File: src/hdl/hmn_pkg.sv
// ----------------------------------------------------------------------------
// Histogram max normalize package
// Field widths, operation codes and payload types of the histogram block.
// ----------------------------------------------------------------------------
package hmn_pkg;

   localparam int OP_W     = 2;
   localparam int PIXEL_W  = 8;
   localparam int HEIGHT_W = 10;
   localparam int COUNT_W  = 21;

   localparam logic [OP_W-1:0] OP_ACCUMULATE = 2'd0;
   localparam logic [OP_W-1:0] OP_READ       = 2'd1;
   localparam logic [OP_W-1:0] OP_CLEAR      = 2'd2;

   localparam logic [HEIGHT_W-1:0] SCALE_RESET = 10'd400;

   typedef struct packed {
      logic [OP_W-1:0]    operation;
      logic [PIXEL_W-1:0] pixel_value;
   } hmn_req_type;

   typedef struct packed {
      logic [HEIGHT_W-1:0] bin_height;
      logic [COUNT_W-1:0]  bin_count;
   } hmn_rsp_type;

endpackage

File: src/hdl/hmn_divider.sv
// ----------------------------------------------------------------------------
// Histogram max normalize divider
// Restoring divider, one quotient bit per cycle, for a quotient known to fit
// in HEIGHT_W bits (dividend below divisor shifted up by HEIGHT_W).
// ----------------------------------------------------------------------------
module hmn_divider
   import hmn_pkg::*;
#(
   parameter int COUNT_BITS = 21
) (
   input  logic                           clock,
   input  logic                           reset,
   input  logic                           start,
   input  logic [COUNT_BITS+HEIGHT_W-1:0] dividend,
   input  logic [COUNT_BITS-1:0]          divisor,
   output logic                           done,
   output logic [HEIGHT_W-1:0]            quotient
);

   localparam int STEP_W = $clog2(HEIGHT_W);

   logic                  busy_ff, busy_in;
   logic                  done_ff, done_in;
   logic [STEP_W-1:0]     step_ff, step_in;
   logic [COUNT_BITS-1:0] rem_ff, rem_in;
   logic [COUNT_BITS-1:0] divisor_ff, divisor_in;
   logic [HEIGHT_W-1:0]   shift_ff, shift_in;
   logic [HEIGHT_W-1:0]   quot_ff, quot_in;

   logic [COUNT_BITS:0]   trial;
   logic [COUNT_BITS:0]   diff;
   logic                  fits;

   // shared subtract-compare step
   assign trial = {rem_ff, shift_ff[HEIGHT_W-1]};
   assign fits  = trial >= {1'b0, divisor_ff};
   assign diff  = trial - {1'b0, divisor_ff};

   always_comb begin
      busy_in    = busy_ff;
      done_in    = 1'b0;
      step_in    = step_ff;
      rem_in     = rem_ff;
      divisor_in = divisor_ff;
      shift_in   = shift_ff;
      quot_in    = quot_ff;
      if (start) begin
         busy_in    = 1'b1;
         step_in    = '0;
         rem_in     = dividend[COUNT_BITS+HEIGHT_W-1:HEIGHT_W];
         shift_in   = dividend[HEIGHT_W-1:0];
         divisor_in = divisor;
      end else if (busy_ff) begin
         rem_in   = fits ? diff[COUNT_BITS-1:0] : trial[COUNT_BITS-1:0];
         shift_in = {shift_ff[HEIGHT_W-2:0], 1'b0};
         quot_in  = {quot_ff[HEIGHT_W-2:0], fits};
         step_in  = step_ff + 1'b1;
         if (step_ff == STEP_W'(HEIGHT_W - 1)) begin
            busy_in = 1'b0;
            done_in = 1'b1;
         end
      end
   end

   always_ff @(posedge clock) begin
      if (reset) begin
         busy_ff <= 1'b0;
         done_ff <= 1'b0;
      end else begin
         busy_ff <= busy_in;
         done_ff <= done_in;
      end
      step_ff    <= step_in;
      rem_ff     <= rem_in;
      divisor_ff <= divisor_in;
      shift_ff   <= shift_in;
      quot_ff    <= quot_in;
   end

   assign done     = done_ff;
   assign quotient = quot_ff;

endmodule

File: config.mk
export PLATFORM = sky130hd
export DESIGN_NAME = hmn_divider
export DESIGN_NICKNAME = d
export VERILOG_FILES = /design/src/hdl/hmn_pkg.sv /design/src/hdl/hmn_divider.sv
export SDC_FILE = /design/constraint.sdc
export NUM_CORES = 1
export LEC_CHECK = 0
export ABC_AREA = 0
export BUFFER_PORTS_ARGS = -buffer_cell sky130_fd_sc_hd__buf_2
export CORE_MARGIN = 2
export CORE_UTILIZATION = 50
export DETAILED_ROUTE_END_ITERATION = 16
export PLACE_DENSITY = 0.72
export RECOVER_POWER = 50
export SYNTH_ARGS = -nofsm -noshare
export SYNTH_HDL_FRONTEND = slang
export SYNTH_SLANG_ARGS = --single-unit
File: constraint.sdc
create_clock -name clock -period 4 [get_ports clock]
set_input_delay 0.2 -clock clock [delete_from_list [all_inputs] [get_ports clock]]
set_output_delay 0.2 -clock clock [all_outputs]
set_load 0.005 [all_outputs]
==> results.md <==
- Post-Syn Area: 0.003886 mm^2
- Violated checks: capacitance limit, slew limit
- Die ar.: 0.008493 mm^2
- Postcts setup bufs: 0
- Chip width: 92.16 um
- Synth Net Count: 423
- Max-cap violations: 1
- Final setup violation count: 0
- Fmax: 0.3090 GHz
- Clk_lat worst skew: 360 ps
- # H-tree levels: 3
- Vias per inst: 5.395
- Avg WL per Cell: 15.15 um
- CTS tree: done
- Min Tclk post-route: 3237 ps
- Antenna-violating nets left: 0
- Static Leak: 1.832 nW
- Hold path cells: 1
- Layout cells sized above 1: 23.98%
- Final hold vios: 0
- Slew HR: -15.29%
- DR vias: 2800
- IO Port Bufs: 65
- Crit share post-route: 80.92%
- Data required, critical path: 4100 ps
- # clock sinks: 68
- #FFs+latches synth: 68
- Status: finished with violations
- Worst r2r path cells: 12
- Post-synth top area share: 47.91%
- Clock tree root driver cell: clkbuf_8
- EDFF count, synth: 62
- Initial antenna violation count: 0
- I/O pins: 66
- Setup WS post-layout: 763.2 ps
- GRT overflow: 0
- Synth cell types: 55
- Vias in the first global route: 2665
- Placed cell count: 501
- Reg2reg start: shift_ff[9]$_DFFE_PP_
- Peak supply drop: 302.0 uV
- Worst-case clock buffer depth: 2
- Area delta synth->final: 15.94%
- Pre-CTS setup slack: 776.0 ps
- Non-filler cells, final: 519
- R2R setup slack: 760 ps
- Post-synth top flop: edfxtp_1
- TNS Setup: 0 ps
- Std-Cell Rows: 32
- Skew final: 8.338 ps
- Clock transition at the registers of the reported paths: 80 ps
- Die Ht: 92.16 um
- Slowest CP cell: a221o_1
- Most frequent CP cell: inv_1
- Largest net degree at the start of global routing: 42
- Avg Inst Size Synth: 11.30 um^2
- Cell taking the most area after synthesis: edfxtp_1
- Setup CP Type: flop to flop
- Count of routing violations after the opening detailed-route iteration: 115
- Initial Utilization: 50.82%
- DR DRC count: 0
- Final net count: 491
- Hold slack: 15.79 ps
- Startpoint types: flop
- Crit end category: flop
- Slew of the pin with the lowest slew margin: 1729 ps
- ANT cells: 0
- Endpoint arrival time on the critical path: 3340 ps
- Final slew viol count: 42
- CP max FO: 21
- CP max stage delay: 420 ps
- Min-delay src: divisor[20]
- Pwr per Cell Area: 648.9 mW/mm^2
- Synth warnings: 0
- Synth Instances: 344
- Final wirelength: 7.864 mm
- CORE AREA: 0.007647 mm^2
- CP Launch Point: shift_ff[9]$_DFFE_PP_
- Crit-path cells: inv_1, ha_1, inv_1, fa_1, a21o_1, a221o_1, a22oi_2, a21oi_2, nor2_4, inv_2, mux2_4, mux2_2
- Sequential area share after synthesis: 51.00%
- Hold Crit Class: primary input to flop
- GP Congestion: 0.8720
- Tot GR Track Use: 19.51%
- First-pass DRT Iterations: 4
- HPWL reported at the end of detailed placement: 5.590 mm
- Utilization after layout: 58.92%
- First-pass GRT wire length: 12.82 mm
- Filler Cells Inserted: 681
- RSZ-0062 raised after global routing: false
- Post-CTS Resized: 0
- Async set-reset flop share out of synthesis: 0%
- Dominant cells by area after synthesis: edfxtp_1 48%, ha_1 7.4%, mux2_2 4.6%, a21oi_1 3.1%, dfxtp_1 3.1%
- Num CTS Buffers: 9
cell usage after synthesis, types with 4 or more instances:
cell type  instances
a211oi_1           5
a21o_1             5
a21oi_1           24
a221o_1            4
and2_1             4
clkbuf_1           8
dfxtp_1            6
edfxtp_1          62
ha_1              23
inv_1             26
mux2_2            16
mux2_4             4
nand2_1           24
nand3_1            5
nand4_1            6
nor2_1            17
nor2b_1           11
nor3_1             5
nor3b_1            4
nor4_1             5
o21ai_0           12
o21ai_1            7
xnor2_1           13
xor2_1             7
routing by layer:
metal	share of wire, %	vias to the layer above	global-route usage, %
li1	-	1409	-
met1	48	1315	27.29
met2	46	62	29.47
met3	4.2	14	4.191
met4	1.8	0	8.209
met5	0	-	0
through the flow:
step	power [mW]	instance area [um^2]
finish	2.924	4506
global route	3.135	4506
CTS	2.933	4512
detailed placement	2.352	4298
global placement	2.323	4298
floorplan	2.076	3886
power breakdown:
| group | internal [mW] | switching (mW) |
|---|---|---|
| logic | 0.598 | 0.744 |
| clock network | 0.285 | 0.283 |
| registers | 0.947 | 0.0668 |
| total | 1.83 | 1.09 |
flip-flops by register name, summed over array words and instances (netlist names):
register	count
quotient	10
done	1
busy_ff	1
divisor_ff	21
shift_ff	10
step_ff	4
rem_ff	21
critical path: cells and delay by family (launching register included):
kind	cells	cell delay (ps)
mux	2	620
simple gates	1	100
buf+inv	3	340
flops	1	400
fa+ha+maj	2	570
compound gates	4	950
final timing paths:
path | endpoint
worst max register to register | rem_ff[5]$_DFFE_PP_
worst max-delay path | rem_ff[5]$_DFFE_PP_
worst min-delay path | divisor_ff[20]$_DFFE_PP_
worst min register to register | quotient[2]$_DFFE_PP_
cell type report:
type | count | area [um^2] | share of cell area, %
multi-input cells | 236 | 1739 | 38.60
flip-flops and latches | 68 | 1982 | 43.99
clock buffers | 11 | 162.7 | 3.610
clock inverters | 5 | 41.29 | 0.9164
inverters | 27 | 101.3 | 2.249
repair buffers | 70 | 351.6 | 7.803
well taps | 102 | 127.6 | 2.833
cells by family after synthesis:
kind of cell               after synthesis  synth area share, %
and+or+nand+nor                         90                12.07
AOI/OAI and AO/OA                       77                12.72
DFF                                     68                51.00
buffers and inverters                   40                4.250
muxes                                   25                7.534
adders and majority gates               24                7.920
xor gates and xnor gates                20                4.507
repair_timing:
item | 4_1_cts | 5_1_grt
endpoints found under the hold margin | 2 | 1
hold buffers | 1 | 1
setup endpoints to repair | 0 | 0
layout by cell type, fill, tap and decap left out, types with 3 or more instances in the layout:
master | synthesis | layout
o21ai_0 | 12 | 12
o21ai_1 | 7 | 7
nor2b_1 | 11 | 11
nor3b_1 | 4 | 4
mux2_4 | 4 | 4
a211oi_1 | 5 | 5
and2_1 | 4 | 3
clkbuf_1 | 8 | 9
nand2_1 | 24 | 24
a21o_1 | 5 | 5
ha_1 | 23 | 23
nand3_1 | 5 | 5
mux2i_1 | 3 | 3
xor2_1 | 7 | 7
a221o_1 | 4 | 4
xnor2_1 | 13 | 13
a21oi_1 | 24 | 24
edfxtp_1 | 62 | 62
dfxtp_1 | 6 | 6
mux2_2 | 16 | 16
buf_2 | 3 | 58
nand4_1 | 6 | 6
inv_1 | 26 | 26
nor3_1 | 5 | 5
nor4_1 | 5 | 5
clkbuf_8 | 0 | 10
nor2_1 | 17 | 17
No activity file was read; power rests on OpenSTA's default activity.
